## src/hw/rtl/tli_pkg.sv

```systemverilog
package tli_pkg;

    localparam int unsigned TableDepthDefault = 256;

    typedef enum logic [1:0] {
        CMD_CLEAR  = 2'd0,
        CMD_APPEND = 2'd1,
        CMD_QUERY  = 2'd2,
        CMD_NONE   = 2'd3
    } t_cmd;

    typedef enum logic [1:0] {
        ST_OK    = 2'd0,
        ST_FEW   = 2'd1,
        ST_FULL  = 2'd2,
        ST_SPARE = 2'd3
    } t_status;

    typedef struct packed {
        logic [1:0]         command;
        logic signed [31:0] point_key;
        logic signed [31:0] point_value;
        logic signed [31:0] query_position;
    } t_in_item;

    typedef struct packed {
        logic signed [31:0] interpolated;
        logic [1:0]         status;
    } t_out_item;

    typedef enum logic [3:0] {
        BS_IDLE,
        BS_RD_FIRST,
        BS_RD_LAST,
        BS_CHECK_END,
        BS_SEARCH_RD,
        BS_SEARCH_CMP,
        BS_DIFF,
        BS_MUL_LO,
        BS_MUL_HI,
        BS_DIV,
        BS_SUM,
        BS_DONE
    } t_bstate;

endpackage

```

## src/hw/rtl/tli_front.sv

```systemverilog
// front part: takes transactions and queues them for the back part
module tli_front (
    input  logic              i_clk,
    input  logic              i_rst_n,
    input  logic              i_push,
    output logic              o_full,
    input  tli_pkg::t_in_item i_item,
    output logic              o_valid,
    input  logic              i_take,
    output tli_pkg::t_in_item o_item
);

    tli_pkg::t_in_item r_slot [2];
    logic              r_wp;
    logic              r_rp;
    logic [1:0]        r_cnt;
    logic              w_wr;
    logic              w_rd;

    assign o_full  = (r_cnt == 2'd2);
    assign o_valid = (r_cnt != 2'd0);
    assign o_item  = r_slot[r_rp];
    assign w_wr    = i_push && !o_full;
    assign w_rd    = i_take && o_valid;

    always_ff @(posedge i_clk) begin
        if (w_wr) begin
            r_slot[r_wp] <= i_item;
        end
        if (!i_rst_n) begin
            r_wp  <= 1'b0;
            r_rp  <= 1'b0;
            r_cnt <= 2'd0;
        end else begin
            if (w_wr) begin
                r_wp <= !r_wp;
            end
            if (w_rd) begin
                r_rp <= !r_rp;
            end
            r_cnt <= r_cnt + {1'b0, w_wr} - {1'b0, w_rd};
        end
    end

endmodule

```

## config.mk

```make
export PLATFORM = sky130hd
export DESIGN_NAME = tli_front
export DESIGN_NICKNAME = d
export VERILOG_FILES = /design/src/hw/rtl/tli_pkg.sv /design/src/hw/rtl/tli_front.sv
export SDC_FILE = /design/constraint.sdc
export NUM_CORES = 1
export LEC_CHECK = 0
export BUFFER_PORTS_ARGS = -buffer_cell sky130_fd_sc_hd__buf_2
export CELL_PAD_IN_SITES_DETAIL_PLACEMENT = 1
export CELL_PAD_IN_SITES_GLOBAL_PLACEMENT = 2
export CORE_MARGIN = 2
export CORE_UTILIZATION = 34
export CTS_CLUSTER_SIZE = 12
export DETAILED_ROUTE_END_ITERATION = 12
export GPL_ROUTABILITY_DRIVEN = 0
export PLACE_DENSITY = 0.8
export SYNTH_ARGS = -nofsm -noshare
export SYNTH_HDL_FRONTEND = slang
export SYNTH_SLANG_ARGS = --single-unit
```

## constraint.sdc

```tcl
create_clock -name i_clk -period 5.28 [get_ports i_clk]
set_clock_uncertainty 0.1 [all_clocks]
set_input_delay 0.528 -clock i_clk [delete_from_list [all_inputs] [get_ports i_clk]]
set_output_delay 0.528 -clock i_clk [all_outputs]
set_load 0.03 [all_outputs]
```

==> run_results.csv, run 1 <==
group,metric,value,unit
run_status,status,"finished clean",
setup_path,cp_slowest_cell,"dfxtp_4",
power,power_switching,0.00153,W
routing,firstDrtPassIters,4,
power,power.leakage,3.53,nW
yosys,synthTopCellsByCount,"edfxtp_1, mux2_2, mux2_4, buf_2, dfxtp_1",
timing,period_share,63.5,%
power,power.total,0.00490,W
die,core-area,21200,sq um
power,power.density,523,nW/um^2
yosys,syn_inst,331,
yosys,ys_seq_elements,201,
grt,use_met2,22.5,%
setup_path,cpLargestDelayFamily,"flip-flops",
routing,num_vias,3770,
placed_design,hpwlAfterDp,10200,um
cells_and_area,fin_nets,653,
setup_path,path_class,"flop to output port",
timing,final.setup.worst_slack,1.93,ns
timing,tightest_slew,1.03,ns
die,start_util,34.9,%
yosys,yosysMostFrequentCell,"edfxtp_1",
routing,wl,15100,um
timing,slew_headroom,31.1,%
die,die_w,151,um
setup_path,path_cells,"buf_4, mux2_2, buf_2",
setup_path,end_kind,"output port",
grt,met1_usage,15.0,%
setup_path,crit_cells,3,
routing,antenna_left,0,
cells_and_area,layout.cells.non_filler,837,
setup_path,critPathLaunchType,"flop",
yosys,ys_warn_count,0,
yosys,ys_top_cells_by_area,"edfxtp_1, mux2_2, mux2_4",
cts,cts_resized,0,
setup_path,worstSetupEndpoint,"o_item[28]",
timing,fmax,298,MHz
die,ioPinCount,202,
cts,root_buffer,"clkbuf_16",
grt,grt_pass1_wl,22600,um
cts,cts_tree,"built",
grt,antenna_found_initial,2,
setup_path,rr_endpoint,"r_slot[0][93]$_DFFE_PP_",
cts,htree_levels,1,
timing,final_hold_viol_count,0,
power,p_seq_share,43.6,%
power,swShare,31.2,%
cells_and_area,drive_gt1_share,59.5,%
routing,initialDrtViolationCount,87,
timing,layout_min_cycle_time,3.35,ns
cts,clk_latency,0.50,ns
grt,grt_pass1_vias,4189,
yosys,ys_seq_area_share,81.1,%
yosys,ys.flop_type,"edfxtp_1",
setup_path,cp.arrival,2.73,ns
yosys,synth.avg_cell_area,22.3,sq um
yosys,async_flop_share,0,%
cells_and_area,area_growth,27.1,%
cts,clock_path_buffers,3,
timing,rsz0062_at_grt,"no",
timing,fin_setup_tns,0,ns
die,fp-row-count,53,
grt,grt_max_degree,69,
timing,slew_violations,0,
timing,setup_violations,0,
placed_design,io_buffer_count,201,
power,p_clk_share,29.6,%
placed_design,dp.cells,800,
job,maxCapViolations,0,
yosys,synth_area,7380,sq um
placed_design,dp_slack,2.40,ns
yosys,synth_top_area_share,79.8,%
setup_path,regToRegSetupSlack,2.72,ns
grt,met3_usage,4.16,%
cts,post_cts_buffers,0,
grt,busiest_layer,"met2",
cts,cts.clk_slew.worst_paths,0.06,ns
yosys,yosysTopAreaCell,"edfxtp_1",
die,die_h,151,um
setup_path,cp.required,4.65,ns
die,die-area,22900,sq um
yosys,synth-edff-count,196,
routing,routedWlPerCell,18.1,um
routing,drcViolationCount,0,
cts,cts_made_buffers,22,
power,power_frac_comb,26.8,%
yosys,synth_cell_types,18,
setup_path,path_buf_inv,2,
setup_path,reg2regPathDepth,5,
power,max-vdd-ir-drop,0.000312,V
grt,grt_overflow,0,
setup_path,critPathMaxStageDelay,0.96,ns
hold_path,min_path_type,"input pin to flop",
cts,cts_sinks,201,
power,p_int,0.00337,W
yosys,synth_fp_nets,435,
routing,vias_per_cell,4.50,
grt,grt_usage,12.9,%
setup_path,cp_max_fo,68,
cts,hold_buffers,0,
setup_path,timing.rr.start,"r_cnt[0]$_SDFF_PN0_",
==> state kept, by name, indices dropped and copies added (netlist names), named ones only <==
name / flops
r_cnt: 2
r_rp: 1
r_slot: 196
r_wp: 1
==> cell families (layout without fill, tap and decap cells) <==
group                    Yosys count  in the layout  share of synthesized area, %
flip-flops                       201            201                          81.1
multiplexers                      99             99                          16.1
buffers and inverters             14            244                          1.24
AND/OR/NAND/NOR                   11             11                         0.729
XOR/XNOR                           3              3                         0.356
adder cells (fa/ha/maj)            2              2                         0.339
AO/OA/AOI/OAI                      1              1                         0.102
other                              0              1                             0
==> worst min path at each step <==
stage | start | to | slack (ns) | depth (start not counted)
after floorplan | r_wp$_SDFFE_PN0N_ | r_wp$_SDFFE_PN0N_ | 0.37 | 2
after global placement | r_rp$_SDFFE_PN0P_ | flop | 0.39 | 2
after detailed placement | r_rp$_SDFFE_PN0P_ | r_rp$_SDFFE_PN0P_ | 0.42 | 2
after CTS | i_item[34] | r_slot[0][34]$_DFFE_PP_ | 0.09 | 1
after global routing | i_item[45] | r_slot[0][45]$_DFFE_PP_ | 0.09 | 1
final | i_item[34] | r_slot[0][34]$_DFFE_PP_ | 0.12 | 1
==> layout by cell type, fill, tap and decap left out, drive strengths merged, types with 2 or more instances in the layout <==
master,count
buf,205
edfxtp,196
mux2,98
clkbuf,28
clkinv,6
dfxtp,5
nor2,4
inv,3
nand2b,2
nand2,2
xnor2,2
ha,2
bufinv,2
==> per-layer routing <==
metal  wire length [um]  up-vias
li1                   -     1736
met1               5940     1854
met2               7530      147
met3               1220       33
met4                444        0
met5                  0        -
==> power groups by stage <==
stage	registers, W	clock network [W]	logic, W
floorplan	0.00209	0	0.00104
global placement	0.00216	0	0.00131
detailed placement	0.00218	0	0.00133
CTS	0.00215	0.00150	0.00134
global route	0.00217	0.00155	0.00140
finish	0.00214	0.00145	0.00131
==> through the flow <==
stage                     util (%)  hold WS (ns)  area [sq um]
final                         44.3         0.118          9380
after global routing          44.3        0.0948          9370
after CTS                     44.3        0.0922          9370
after detailed placement      41.1         0.420          8690
after global placement        41.1         0.393          8690
after floorplan                  -         0.366          7380
==> worst reg2reg max path, cell delays in order (launching register included) <==
cell and delay [ns]:
dfxtp_1 0.36, nand2b_1 0.19, nand2_1 0.15, nor2_4 0.10, buf_4 0.41, buf_4 0.76
==> area by class of cell <==
class	instances	area [sq um]
inverter	3	11.3
sequential	201	5990
clock inverter	8	85.1
multi-input combinational	116	1310
timing repair buffer	205	1040
antenna	1	2.50
tap	275	344
fill	2086	11800
clock buffer	28	594
Note: power is estimated with default switching activity, not from simulation.
==> run 2, diff against run 1 <==
==> constraint.sdc (replaced) <==
create_clock -name i_clk -period 2.9 [get_ports i_clk]
set_clock_uncertainty 0.1 [all_clocks]
set_input_delay 0.29 -clock i_clk [delete_from_list [all_inputs] [get_ports i_clk]]
set_output_delay 0.29 -clock i_clk [all_outputs]
set_load 0.03 [all_outputs]
==> run_results.csv, run 2 (synthesis gave the netlist of run 1 again) <==
group,metric,value,unit
cts,cts.clk_slew.worst_paths,0.06,ns
cells_and_area,num-fill-cells,2053,
routing,firstDrtPassIters,4,
placed_design,hpwlAfterDp,9370,um
hold_path,min_path_type,"input pin to flop",
setup_path,path_class,"flop to output port",
run_status,status,"finished clean",
setup_path,cpLargestDelayFamily,"buffers and inverters",
timing,period_share,83.0,%
cells_and_area,final_cell_mix,"buf_2, edfxtp_1, dlygate4sd3_1, mux2_2, clkbuf_16",
cells_and_area,regMostFlops,"r_slot",
timing,fmax,415,MHz
routing,routedWlPerCell,17.5,um
routing,drcViolationCount,0,
grt,grt_max_degree,99,
grt,grt_pass1_wl,24500,um
timing,layout_min_cycle_time,2.41,ns
die,fp-row-count,53,
job,maxCapViolations,0,
grt,grt_usage,13.9,%
timing,hold_ws,0.128,ns
setup_path,end_kind,"output port",
routing,initialDrtViolationCount,165,
die,ioPinCount,202,
setup_path,path_buf_inv,2,
cts,htree_levels,1,
cts,clock_path_buffers,3,
cells_and_area,drive_gt1_share,50.4,%
cts,cts_tree,"built",
cells_and_area,layout.cells.non_filler,936,
grt,grt_overflow,0,
timing,final_hold_viol_count,0,
routing,vias_per_cell,4.43,
placed_design,dp.cells,800,
power,power.density,859,nW/um^2
setup_path,cp_max_fo,98,
cells_and_area,area_growth,40.2,%
setup_path,path_cells,"buf_12, mux2_2, buf_2",
setup_path,critPathMaxStageDelay,0.43,ns
cells_and_area,final_common_cell,"buf_2",
placed_design,io_buffer_count,201,
cells_and_area,diodes,0,
cts,hold_buffers,99,
timing,tightest_slew,0.774,ns
timing,slew_violations,0,
power,power.leakage,3.93,nW
power,power.total,0.00889,W
setup_path,critPathLaunchType,"flop",
grt,antenna_found_initial,0,
cts,post_cts_buffers,0,
timing,rsz0062_at_grt,"no",
cts,cts_resized,0,
power,max-vdd-ir-drop,0.000486,V
setup_path,cp.required,2.51,ns
timing,setup_violations,0,
cts,cts_made_buffers,22,
routing,num_vias,4145,
routing,wl,16400,um
cts,root_buffer,"clkbuf_16",
routing,antenna_left,0,
die,core-area,21200,sq um
cts,cts_sinks,201,
cells_and_area,largest_register_ffs,196,
cells_and_area,fin_util,48.9,%
die,start_util,34.9,%
timing,fin_setup_tns,0,ns
die,die-area,22900,sq um
cells_and_area,biggestRegsByFlops,"r_slot: 196 flops, r_cnt: 2 flops",
die,die_w,151,um
cells_and_area,fin_nets,752,
cts,clk_latency,0.49,ns
die,die_h,151,um
timing,slew_headroom,48.4,%
setup_path,cp.arrival,2.02,ns
grt,grt_pass1_vias,4569,
setup_path,cp_slowest_cell,"mux2_2",
[run 2: through the flow]
stage	worst slack, ns	area (sq um)
floorplan	0.319	7390
global placement	1.01	8720
detailed placement	0.918	8720
CTS	0.487	10300
global route	0.427	10300
finish	0.492	10300
[run 2: routing by layer]
layer  GRT usage [%]  wire (um)
met5               0          0
met4            4.11        470
met3            3.31        959
met2            25.6       8590
met1            15.8       6350
[run 2: worst min-delay path: cells and delay by family]
kind	cells	cell delay (ns)
buffers and inverters	1	0.11
multiplexers	1	0.10
AND/OR/NAND/NOR	1	0.16
[run 2: area by class of cell]
class	count	area [sq um]	share of cell area, %
multi-input cells	116	1310	12.7
repair buffers	304	2050	19.8
inverters	3	11.3	0.109
well taps	275	344	3.33
clock inverters	10	41.3	0.399
clock buffers	27	591	5.71
flip-flops and latches	201	5990	57.9
[run 2: path summary, 6_finish.rpt]
check	cells after the start	slack, ns	end	startpoint
worst max-delay path	3	0.49	o_item[39]	flop
worst min-delay path	3	0.13	r_wp$_SDFFE_PN0N_	i_push
worst max register to register	4	0.93	r_slot[0][95]$_DFFE_PP_	r_cnt[0]$_SDFF_PN0_
worst min register to register	2	0.43	r_rp$_SDFFE_PN0P_	r_rp$_SDFFE_PN0P_
[run 2: report_power, final]
group	internal (W)	switching [W]
registers	0.00365	0.0000995
clock network	0.00143	0.00103
logic	0.000978	0.00169
total	0.00606	0.00283
==> run 3, diff against run 2 <==
--- a/config.mk
+++ b/config.mk
@@ -9,11 +9,11 @@
 export CELL_PAD_IN_SITES_DETAIL_PLACEMENT = 1
 export CELL_PAD_IN_SITES_GLOBAL_PLACEMENT = 2
 export CORE_MARGIN = 2
-export CORE_UTILIZATION = 34
+export CORE_UTILIZATION = 38
 export CTS_CLUSTER_SIZE = 12
 export DETAILED_ROUTE_END_ITERATION = 12
 export GPL_ROUTABILITY_DRIVEN = 0
-export PLACE_DENSITY = 0.8
+export PLACE_DENSITY = 0.84
 export SYNTH_ARGS = -nofsm -noshare
 export SYNTH_HDL_FRONTEND = slang
 export SYNTH_SLANG_ARGS = --single-unit
==> constraint.sdc (replaced) <==
create_clock -name i_clk -period 2.3 [get_ports i_clk]
set_clock_uncertainty 0.1 [all_clocks]
set_input_delay 0.23 -clock i_clk [delete_from_list [all_inputs] [get_ports i_clk]]
set_output_delay 0.23 -clock i_clk [all_outputs]
set_load 0.03 [all_outputs]
==> run_results.csv, run 3 (synthesis gave the netlist of run 1 again) <==
group,metric,value,unit
routing,num_vias,4242,
setup_path,timing.rr.start,"r_cnt[0]$_SDFF_PN0_",
setup_path,path_cells,"buf_16, mux2_2, buf_2",
cts,root_buffer,"clkbuf_16",
die,core-area,18900,sq um
hold_path,min_path_type,"input pin to flop",
timing,final_hold_viol_count,0,
cells_and_area,drive_gt1_share,52.2,%
job,maxCapViolations,0,
cts,cts_made_buffers,22,
hold_path,hold_start,"i_take",
cells_and_area,biggestRegsByFlops,"r_slot: 196 flops, r_cnt: 2 flops",
setup_path,cp.required,1.97,ns
cells_and_area,num-fill-cells,1786,
cts,cts_tree,"built",
cells_and_area,largest_register_ffs,196,
cells_and_area,fin_nets,765,
timing,slew_violations,0,
timing,layout_min_cycle_time,2.12,ns
cells_and_area,multi_input_area,1330,sq um
setup_path,regToRegSetupSlack,0.49,ns
timing,tightest_slew,0.679,ns
timing,period_share,92.3,%
cts,clk_latency,0.48,ns
setup_path,rr_endpoint,"r_slot[0][31]$_DFFE_PP_",
setup_path,end_kind,"output port",
cts,cts_sinks,201,
grt,grt_pass1_vias,4762,
grt,grt_overflow,0,
timing,fmax,471,MHz
hold_path,hold_path_depth,4,
setup_path,path_class,"flop to output port",
cts,htree_levels,1,
routing,drcViolationCount,0,
routing,wl,17200,um
timing,rsz0062_at_grt,"no",
setup_path,critPathMaxStageDelay,0.45,ns
power,power.total,0.0118,W
cells_and_area,final_common_cell,"buf_2",
routing,antenna_left,0,
routing,vias_per_cell,4.54,
cells_and_area,area_growth,43.8,%
setup_path,cp.arrival,1.79,ns
placed_design,io_buffer_count,201,
cells_and_area,regArea,5990,sq um
grt,grt_max_degree,45,
cells_and_area,diodes,0,
routing,firstDrtPassIters,6,
run_status,status,"finished clean",
grt,grt_pass1_wl,25900,um
die,fp-row-count,50,
placed_design,hpwlAfterDp,10400,um
cells_and_area,final_cell_mix,"buf_2, edfxtp_1, dlygate4sd3_1, mux2_2, clkbuf_16",
timing,slew_headroom,54.6,%
grt,grt_usage,16.4,%
setup_path,critPathLaunchType,"flop",
cells_and_area,regMostFlops,"r_slot",
power,power.density,1110,nW/um^2
cts,cts.clk_slew.worst_paths,0.05,ns
die,die_w,143,um
timing,setup_violations,0,
routing,initialDrtViolationCount,156,
setup_path,cp_max_fo,44,
setup_path,reg2regPathDepth,4,
die,start_util,39.1,%
setup_path,cp_slowest_cell,"dfxtp_4",
power,max-vdd-ir-drop,0.000865,V
die,ioPinCount,202,
grt,antenna_found_initial,0,
power,power.leakage,4.07,nW
routing,routedWlPerCell,18.4,um
timing,fin_setup_tns,0,ns
die,die_h,143,um
die,die-area,20500,sq um
cts,clock_path_buffers,3,
run 3: cell types whose count changed in the layout (fill, tap and decap cells not counted), moves of 2 or more:
cell       previous run  this run
buf_12                2         6
buf_16                0         2
buf_4                 2         8
bufinv_16             0         2
clkbuf_8              0         3
clkinv_1              7         3
run 3: final cells by class:
class | count | share of cell area, %
flip-flops and latches | 201 | 56.5
repair buffers | 317 | 21.1
well taps | 260 | 3.07
clock inverters | 7 | 0.766
inverters | 3 | 0.106
multi-input cells | 116 | 12.5
clock buffers | 30 | 5.95
run 3: what timing repair did:
item | 4_1_cts | 5_1_grt
endpoints found under the hold margin | 201 | 0
endpoints found under the setup margin | 0 | 13
setup buffers | 0 | 4
resized for setup | 0 | 2
hold buffers | 100 | 0
run 3: worst max path at each step:
stage | start | endpoint | slack [ns] | cells past startpoint
detailed placement | r_cnt[0]$_SDFF_PN0_ | r_slot[0][31]$_DFFE_PP_ | 0.43 | 4
finish | flop | o_item[45] | 0.18 | 3
global placement | r_cnt[0]$_SDFF_PN0_ | r_slot[0][10]$_DFFE_PP_ | 0.49 | 4
floorplan | r_cnt[0]$_SDFF_PN0_ | r_slot[0][0]$_DFFE_PP_ | -0.19 | 3
CTS | flop | o_item[45] | 0.04 | 3
global route | flop | o_item[30] | 0.11 | 3
run 3: report_power, final:
group / total, W / internal [W] / switching, W
clock network: 0.00344 / 0.00213 / 0.00132
logic: 0.00356 / 0.00140 / 0.00216
registers: 0.00476 / 0.00460 / 0.000159
total: 0.0118 / 0.00813 / 0.00364
run 3: per-layer routing:
layer / track usage, % / up-vias / part of all wire [%]
met5: 0 / - / 0
met4: 4.18 / 0 / 2.2
met3: 3.77 / 35 / 6.1
met2: 31.1 / 145 / 54
met1: 18.5 / 2098 / 38
li1: - / 1964 / -
run 3: through the flow:
stage	hold slack, ns	cells	utilization [%]	setup slack [ns]	cell area (sq um)
floorplan	0.229	331	-	-0.193	7400
global placement	0.317	793	46.9	0.492	8850
detailed placement	0.322	793	46.9	0.431	8850
CTS	0.0875	930	55.9	0.0434	10600
global route	0.124	934	56.2	0.114	10600
finish	0.106	934	56.2	0.177	10600
run 3: critical path: cells and delay by family, from the launching register on:
| family | cells | cell delay, ns |
|---|---|---|
| DFF | 1 | 0.45 |
| buffers and inverters | 2 | 0.43 |
| muxes | 1 | 0.38 |
